$ cat config.mk
export PLATFORM = sky130hd
export DESIGN_NAME = gwuc_isqrt
export DESIGN_NICKNAME = d
export VERILOG_FILES = /design/src/rtl/core/gwuc_pkg.sv /design/src/rtl/core/gwuc_isqrt.sv
export SDC_FILE = /design/constraint.sdc
export NUM_CORES = 1
export LEC_CHECK = 0
export BUFFER_PORTS_ARGS = -buffer_cell sky130_fd_sc_hd__buf_2
export CORE_ASPECT_RATIO = 0.6
export CORE_MARGIN = 4
export CORE_UTILIZATION = 54
export CTS_CLUSTER_SIZE = 30
export DETAILED_ROUTE_END_ITERATION = 10
export PLACE_DENSITY_LB_ADDON = 0.15
export SYNTH_ARGS = -nofsm -noshare
export SYNTH_HDL_FRONTEND = slang
export SYNTH_SLANG_ARGS = --single-unit
$ cat constraint.sdc
create_clock -name clk -period 4.9 [get_ports clk]
set_input_delay 0.735 -clock clk [delete_from_list [all_inputs] [get_ports clk]]
set_output_delay 0.735 -clock clk [all_outputs]
set_load 0.02 [all_outputs]
$ cat src/rtl/core/gwuc_pkg.sv
`timescale 1ns / 1ps
`default_nettype none
// ----------------------------------------------------------------------------
// gwuc_pkg: shared definitions for the grid window unknown count block
// Sizes of the cell store, field widths, class and register codes, the
// sequencer state type and the cell classifier.
// ----------------------------------------------------------------------------
package gwuc_pkg;

    // Store geometry and window limit.
    localparam int MAX_COLUMNS = 512;
    localparam int MAX_ROWS    = 512;
    localparam int MAX_RADIUS  = 63;

    // Field and register widths.
    localparam int FIELD_W   = 9;
    localparam int VALUE_W   = 8;
    localparam int DIM_W     = 10;
    localparam int RADIUS_W  = 6;
    localparam int CFG_IDX_W = 2;
    localparam int CFG_W     = 10;
    localparam int OUT_W     = 15;

    // Derived widths.
    localparam int MAP_DEPTH = MAX_COLUMNS * MAX_ROWS;
    localparam int ADDR_W    = $clog2(MAP_DEPTH);
    localparam int COL_W     = $clog2(MAX_COLUMNS);
    localparam int ROW_W     = $clog2(MAX_ROWS);
    localparam int COORD_W   = $clog2((2 ** DIM_W) + MAX_RADIUS + 1) + 1;
    localparam int SQ_IN_W   = 2 * RADIUS_W;
    localparam int SUM_W     = $clog2((2 * MAX_RADIUS + 1) * 2 * MAX_RADIUS + 1) + 2;
    localparam int GAIN_MAX  = 2 ** (OUT_W - 1) - 1;
    localparam int GAIN_MIN  = -(2 ** (OUT_W - 1));

    // Cell classes.
    localparam logic [1:0] CLS_OTHER    = 2'd0;
    localparam logic [1:0] CLS_UNKNOWN  = 2'd1;
    localparam logic [1:0] CLS_OCCUPIED = 2'd2;

    // Item functions.
    localparam logic FUNC_WRITE = 1'b0;
    localparam logic FUNC_QUERY = 1'b1;

    // Window shapes.
    localparam logic SHAPE_RECT = 1'b0;
    localparam logic SHAPE_DISC = 1'b1;

    // Register indexes.
    localparam logic [CFG_IDX_W-1:0] REG_MAP_WIDTH    = 2'd0;
    localparam logic [CFG_IDX_W-1:0] REG_MAP_HEIGHT   = 2'd1;
    localparam logic [CFG_IDX_W-1:0] REG_RADIUS_CELLS = 2'd2;
    localparam logic [CFG_IDX_W-1:0] REG_WINDOW_SHAPE = 2'd3;

    // Query sequencer states.
    typedef enum logic [2:0] {
        S_IDLE,
        S_ROW,
        S_SQRT,
        S_CLIP,
        S_SCAN,
        S_DRAIN,
        S_DONE
    } gwuc_state_t;

    // Square root unit request and response.
    typedef struct packed {
        logic               start;
        logic [SQ_IN_W-1:0] n;
    } sq_req_t;

    typedef struct packed {
        logic                done;
        logic [RADIUS_W-1:0] root;
    } sq_rsp_t;

    // Class of an occupancy value: unknown, occupied or other.
    function automatic logic [1:0] classify(input logic signed [VALUE_W-1:0] v);
        logic [1:0] c;
        if (v inside {-8'sd1, [8'sd46:8'sd54]})
        begin
            c = CLS_UNKNOWN;
        end
        else if (v == 8'sd100)
        begin
            c = CLS_OCCUPIED;
        end
        else
        begin
            c = CLS_OTHER;
        end
        return c;
    endfunction

endpackage
`default_nettype wire

$ cat src/rtl/core/gwuc_isqrt.sv
`timescale 1ns / 1ps
`default_nettype none
// ----------------------------------------------------------------------------
// gwuc_isqrt: iterative integer square root
// Restoring digit-by-digit root, one result bit per cycle. The root is
// RADIUS_W bits wide.
// ----------------------------------------------------------------------------
module gwuc_isqrt (
    input  wire                clk,
    input  wire                rst_n,
    input  gwuc_pkg::sq_req_t  req,
    output gwuc_pkg::sq_rsp_t  rsp
);
    import gwuc_pkg::*;

    localparam int CNT_W = $clog2(RADIUS_W + 1);

    logic [SQ_IN_W-1:0]  n_reg, n_next;
    logic [RADIUS_W+1:0] rem_reg, rem_next;
    logic [RADIUS_W-1:0] root_reg, root_next;
    logic [CNT_W-1:0]    cnt_reg, cnt_next;
    logic                busy_reg, busy_next;
    logic                done_reg, done_next;

    logic [RADIUS_W+2:0] rem_shift;
    logic [RADIUS_W+2:0] trial;

    // One root bit: bring down two bits of the operand and try the subtraction.
    always_comb
    begin
        rem_shift = {rem_reg[RADIUS_W:0], n_reg[SQ_IN_W-1 -: 2]};
        trial     = {1'b0, root_reg, 2'b01};
        n_next    = n_reg;
        rem_next  = rem_reg;
        root_next = root_reg;
        cnt_next  = cnt_reg;
        busy_next = busy_reg;
        done_next = 1'b0;
        if (req.start)
        begin
            n_next    = req.n;
            rem_next  = '0;
            root_next = '0;
            cnt_next  = CNT_W'(RADIUS_W - 1);
            busy_next = 1'b1;
        end
        else if (busy_reg)
        begin
            n_next = {n_reg[SQ_IN_W-3:0], 2'b00};
            if (rem_shift >= trial)
            begin
                rem_next  = (RADIUS_W + 2)'(rem_shift - trial);
                root_next = {root_reg[RADIUS_W-2:0], 1'b1};
            end
            else
            begin
                rem_next  = (RADIUS_W + 2)'(rem_shift);
                root_next = {root_reg[RADIUS_W-2:0], 1'b0};
            end
            if (cnt_reg == '0)
            begin
                busy_next = 1'b0;
                done_next = 1'b1;
            end
            else
            begin
                cnt_next = cnt_reg - 1'b1;
            end
        end
    end

    // Control state is reset; the datapath needs none.
    always_ff @(posedge clk or negedge rst_n)
    begin
        if (!rst_n)
        begin
            busy_reg <= 1'b0;
            done_reg <= 1'b0;
            cnt_reg  <= '0;
        end
        else
        begin
            busy_reg <= busy_next;
            done_reg <= done_next;
            cnt_reg  <= cnt_next;
        end
    end

    always_ff @(posedge clk)
    begin
        n_reg    <= n_next;
        rem_reg  <= rem_next;
        root_reg <= root_next;
    end

    assign rsp.done = done_reg;
    assign rsp.root = root_reg;

endmodule
`default_nettype wire

==> results of run 1 <==
## per-stage QoR
stage	hold slack, ns	std cells
6_report	0.260	213
5_1_grt	0.258	213
4_1_cts	0.257	213
3_5_place_dp	0.504	205
3_3_place_gp	0.489	205
2_1_floorplan	0.439	150
## cell usage in the layout (no fill, tap or decap), types with 2 or more instances in the layout
| cell | instances |
|---|---|
| o21ai_0 | 3 |
| inv_1 | 13 |
| o311ai_0 | 2 |
| dfrtp_1 | 5 |
| nand2_1 | 7 |
| clkbuf_8 | 5 |
| and3_1 | 2 |
| a21o_1 | 2 |
| a21oi_1 | 5 |
| or3_2 | 2 |
| mux2i_1 | 7 |
| nand2b_1 | 6 |
| and2_1 | 2 |
| mux2_2 | 10 |
| nor2_1 | 17 |
| or3_1 | 3 |
| xnor2_1 | 3 |
| a211oi_1 | 3 |
| nand3_1 | 2 |
| edfxtp_1 | 12 |
| buf_2 | 21 |
| a311oi_1 | 4 |
| dfxtp_1 | 13 |
| ha_1 | 10 |
| clkbuf_1 | 3 |
## critical path, delay by kind of cell, from the launching register on
kind | cells | cell delay [ns]
AND/OR/NAND/NOR | 2 | 0.59
buffers and inverters | 1 | 0.06
AO/OA/AOI/OAI | 3 | 0.76
flip-flops | 1 | 0.37
adder cells (fa/ha/maj) | 1 | 0.36
## cell type report
class	instances	area, um2
multi-input combinational	100	753
timing repair buffer	21	105
fill	213	858
tap	40	50.0
sequential	30	746
inverter	14	52.6
clock buffer	8	80.1
## cell usage after synthesis, types with 2 or more instances
cell      number  area [um2]
a211oi_1       3        22.5
a21o_1         2        15.0
a21oi_1        5        25.0
a311oi_1       4        35.0
and2_1         2        12.5
and3_1         2        12.5
clkbuf_1       4        15.0
dfrtp_1        5         125
dfxtp_1       13         260
edfxtp_1      12         360
ha_1          10         125
inv_1         13        48.8
mux2_2        10         113
mux2i_1        7        70.1
nand2_1        7        26.3
nand2b_1       6        37.5
nand3_1        2        10.0
nor2_1        17        63.8
o21ai_0        3        15.0
o311ai_0       2        17.5
or3_1          3        18.8
or3_2          2        15.0
xnor2_1        3        26.3
## metal layers
layer / up-vias / track usage, % / routed length (um)
met2: 45 / 22.3 / 1210
li1: 575 / - / -
met4: 0 / 5.33 / 28
met5: - / 0 / 0
met1: 512 / 24.7 / 1520
met3: 5 / 6.18 / 282
## worst max path at each step
stage / start / end / slack (ns) / cells after the start
after floorplan: root_reg[2] / rem_reg[0] / 2.78 / 7
after global placement: root_reg[1] / rem_reg[0] / 2.75 / 7
after detailed placement: root_reg[2] / rem_reg[0] / 2.68 / 7
after CTS: root_reg[1] / rem_reg[0] / 2.67 / 7
after global routing: root_reg[1] / rem_reg[0] / 2.48 / 7
final: root_reg[1] / rem_reg[0] / 2.65 / 7
## kinds of logic after synthesis
logic type / count (synthesis) / synth area share (%)
DFF: 30 / 47.3
buffers and inverters: 20 / 5.00
xor gates and xnor gates: 3 / 1.67
AOI/OAI and AO/OA: 24 / 11.7
muxes: 17 / 11.6
adders and majority gates: 10 / 7.93
and+or+nand+nor: 46 / 14.9
## power by group through the flow
stage	logic (mW)	registers, mW	clock network [mW]
after floorplan	0.329	0.349	0
after global placement	0.395	0.355	0
after detailed placement	0.411	0.358	0
after CTS	0.412	0.354	0.192
after global routing	0.461	0.362	0.203
final	0.420	0.355	0.186
==> metrics.txt, run 1 <==
TritonRoute pass-1 iters 4; Post-Syn Instances 150; Num CTS Buffers 5; Ys Warns 0; vias in the first global route just over 1,000; Synth Flop Type dfxtp_1; RSZ-0062 raised after global routing false; die area 3880 um2; Finished Core Util 67.5%; hold_buf cts 0; asr flop ratio synth between 10% and 20%; final worst path period need roughly 2.3 ns; P_leak ~0.8 nW; first-pass GRT wire length 4970 um; Area Growth Syn to Fin 13.2%; max reg flops 12; GP Congestion 0.831; hpwl dp ~2200 um; Post-synth EDFFs 12; drt drc 0; IR drop worst, VDD around 0.31 mV; worst reg2reg path depth 7; Crit. End Element flop; Vias/cell around 5.3; vias ~1,100; Synth Register Bits 30; P_int around 610 uW; final net count 197; final worst path period share a little under half; WL per Instance 14.3 um; Reg power frac between 30% and 40%; number of diodes 0; CP max stage cell a221oi_2; htree depth 2; Worst Max-Slew Pin Slew between 0.7 and 0.8 ns; Worst Setup Start Kind flop; Clock Skew 0.00519 ns; Clock Sinks 30; drt initial violations 90; reg2reg end rem_reg[0]; CTS tree built; initial antenna violation count 0; crit path cell chain inv_1, ha_1, and3_1, a221oi_2, o211ai_1, or3_1, o311ai_0; status completed; worst reg-to-reg setup slack 2.65 ns; PostCTS Resize Cnt 0; Final setup viols 0; clock group share of total power 19.4%; min-delay worst type in -> async; largest net degree at the start of global routing 32; post-CTS setup buffers 0; Core Region about 2600 um2; Post-DP Area 1710 um2; IO Port Bufs 21; Pwr Density about 540 nW/um2; share of cells above drive strength 1 ~25%; Switch Pwr between 300 and 400 uW; clk_lat worst skew between 0.2 and 0.3 ns; overall power 960 uW; Comb power frac between 40% and 50%; clk buf depth 2; Synth Cell Area ~1600 um2; dpl ws ~2.7 ns; Fin Setup TNS 0 ns; ANT nets after route 0; Crit path largest cell delay roughly 0.40 ns; Synth cell types 36; max-cap viol count 0; Mapped Nets 175; Root Buffer clkbuf_8; switching share of total power between 30 and 40%; kind of critical path reg -> reg; sequential area share after synthesis 47.3%; Die X between 70 and 80 um; routed wire length between 3000 and 4000 um; Post-Syn Area per Cell ~11 um2; maximum clock frequency about 440 MHz; Setup WS post-layout 2.65 ns; Rel. slew slack about 49%; CP required roughly 5.1 ns; Site Rows 14; Worst R2R Start root_reg[1]; Final Hold Viols 0; starting density of the core between 50% and 60%; post-route cell area 1790 um2; largest fanout on the critical path 6; I/O pins 22; crit path DAT between 2 and 2.5 ns; Max Slew Vio Count 0; clock-pin slew on the worst setup and hold paths 0.06 ns; grt ovf 0; GR Util All Layers roughly 17%; Die Y 49.9 um
No activity file was read; power rests on OpenSTA's default activity.
==> run 2: changes to the inputs <==
--- a/config.mk
+++ b/config.mk
@@ -8,7 +8,7 @@
 export BUFFER_PORTS_ARGS = -buffer_cell sky130_fd_sc_hd__buf_2
 export CORE_ASPECT_RATIO = 0.6
 export CORE_MARGIN = 4
-export CORE_UTILIZATION = 54
+export CORE_UTILIZATION = 51
 export CTS_CLUSTER_SIZE = 30
 export DETAILED_ROUTE_END_ITERATION = 10
 export PLACE_DENSITY_LB_ADDON = 0.15
==> constraint.sdc (replaced) <==
create_clock -name clk -period 2 [get_ports clk]
set_input_delay 0.3 -clock clk [delete_from_list [all_inputs] [get_ports clk]]
set_output_delay 0.3 -clock clk [all_outputs]
set_load 0.02 [all_outputs]
==> metrics.txt, run 2 (synthesis gave the netlist of run 1 again) <==
CP Launch Point root_reg[4]; initial antenna violation count 0 (unchanged); clk_lat worst skew 0.28 ns (about the same); min-delay worst type in -> reg; post-route cell area 2040 um2 (+14%); Fin Setup TNS 0 ns (unchanged); worst hold start req[0]; Num CTS Buffers 5 (unchanged); Worst Hold End n_reg[0]; GR Util All Layers 17.8% (+0.98 points); vias in the first global route 1,096 (+8.5%); IR drop worst, VDD 0.804 mV (+160%); WL per Instance 14.6 um (+2.4%); Finished Core Util 70.1% (+2.6 points); Cells after DPL 216 (+5.4%); starting density of the core 54.2% (-5.4 points); drt initial violations 85 (-5.6%); maximum clock frequency 511 MHz (+15%); area of the multi-input gates 861 um2 (+14%); Rel. slew slack 63.4% (+14 points); Core Region 2910 um2 (+10%); Clock Sinks 30 (unchanged); final hold slack 0.295 ns (+0.0342 ns); number of diodes 0 (unchanged); I/O pins 22 (unchanged); IO Port Bufs 21 (unchanged); drt drc 0 (unchanged); max reg flops 12 (unchanged); overall power 2.84 mW (+200%); max-cap viol count 0 (unchanged); hpwl dp 2370 um (+5.8%); M3 GR Usage 7.22% (+1.0 points); die area 4080 um2 (+5.1%); Crit. End Element flop; commonest non-fill, non-tap cells in the layout 21 x buf_2, 17 x nor2_1, 13 x buf_4, 12 x edfxtp_1, 10 x mux2_2; Worst Max-Slew Pin Slew 0.548 ns (-0.214 ns); vias 1,201 (+5.6%); Max Slew Vio Count 0 (unchanged); Area Growth Syn to Fin 29.3%; first-pass GRT wire length 5330 um (+7.1%); Die Y 51.1 um (+2.4%); Vias/cell 5.24 (-1.8%); kind of critical path reg -> reg; dpl ws -0.0396 ns (-2.72 ns); CP required 2.20 ns (-2.86 ns); crit path DAT 2.15 ns (-0.26 ns); largest fanout on the critical path 8 (+2); worst reg-to-reg setup slack 0.04 ns (-2.61 ns); RSZ-0062 raised after global routing true; final worst path period share 97.8% (+52 points); P_leak 0.902 nW (+12%); Site Rows 15 (+1); Setup WS post-layout 0.0433 ns (-2.61 ns); largest net degree at the start of global routing 32 (unchanged); worst reg2reg path depth 7 (unchanged); htree depth 2 (unchanged); count of non-filler cells in the finished layout 229 (+7.5%); met1 GRT Util 25.9% (+1.1 points); Post-DP Area 1810 um2 (+6.2%); Worst Hold Depth 2; Pwr Density 1390 nW/um2 (+160%); Die X 79.8 um (+2.6%); GP Congestion 0.848 (+2.1%); final worst path period need 1.96 ns (-0.294 ns); Clock Skew 0.00634 ns (+0.00115 ns); Top Usage Layer GRT met1; clk buf depth 2 (unchanged); Final Hold Viols 0 (unchanged); Worst R2R Start root_reg[4]; TritonRoute pass-1 iters 4 (unchanged); commonest non-fill, non-tap cell in the layout buf_2; grt ovf 0 (unchanged); final net count 211 (+7.1%); clock-pin slew on the worst setup and hold paths 0.07 ns (about the same); Worst Setup Start Kind flop; share of cells above drive strength 1 43.9% (+19 points); reg2reg end rem_reg[4]; status completed; M2 GR Usage 23.0% (+0.69 points); Root Buffer clkbuf_8; Register Area 764 um2 (+2.5%); Filler cells 200 (-6.1%); routed wire length 3350 um (+10%); Final setup viols 0 (unchanged); ANT nets after route 0 (unchanged); CTS tree built
-- run 2: changes by cell type in the layout (fill, tap and decap cells not counted), sizes merged --
cell and change:
buf +13, clkbuf -1, dlygate4sd3 +1, clkinv +1
-- run 2: repair_timing --
item                       4_1_cts  5_1_grt
gates resized for setup          3       19
cloned                           0        0
setup endpoints to repair        2        7
hold buffers                     1        0
setup buffers                    0        4
hold endpoints to repair         5        0
pin swaps                        1       12
-- run 2: routing by layer --
layer	vias up	wire, um	part of all wire, %
met1	552	1700	51
met5	-	0	0
met4	0	34	1.0
met2	39	1400	42
met3	4	212	6.3
li1	606	-	-
-- run 2: how the worst max path moves through the flow --
stage,cells after the start,endpoint
after floorplan,7,rem_reg[0]
after global placement,7,rem_reg[4]
after detailed placement,7,rem_reg[0]
after CTS,7,rem_reg[4]
after global routing,8,rem_reg[2]
final,7,rem_reg[4]
-- run 2: worst max-delay path: stages, from the launching register on --
cell and delay (ns):
dfxtp_4 0.37, inv_4 0.04, ha_4 0.27, and4b_1 0.23
inv_2 0.05, o211a_4 0.28, or3_1 0.39, a311oi_1 0.25
-- run 2: cell type report --
type / instances / area share [%]
Tap cell: 42 / 2.58
Inverter: 14 / 2.82
Clock inverter: 1 / 0.245
Multi-Input combinational cell: 100 / 42.2
Clock buffer: 7 / 4.23
Sequential cell: 30 / 37.5
Timing Repair Buffer: 35 / 10.4
-- run 2: report_power, final --
part	internal [mW]	total (mW)	switching [mW]
Clock	0.277	0.506	0.229
Sequential	0.774	0.887	0.113
Combinational	0.737	1.44	0.706
Total	1.79	2.84	1.05
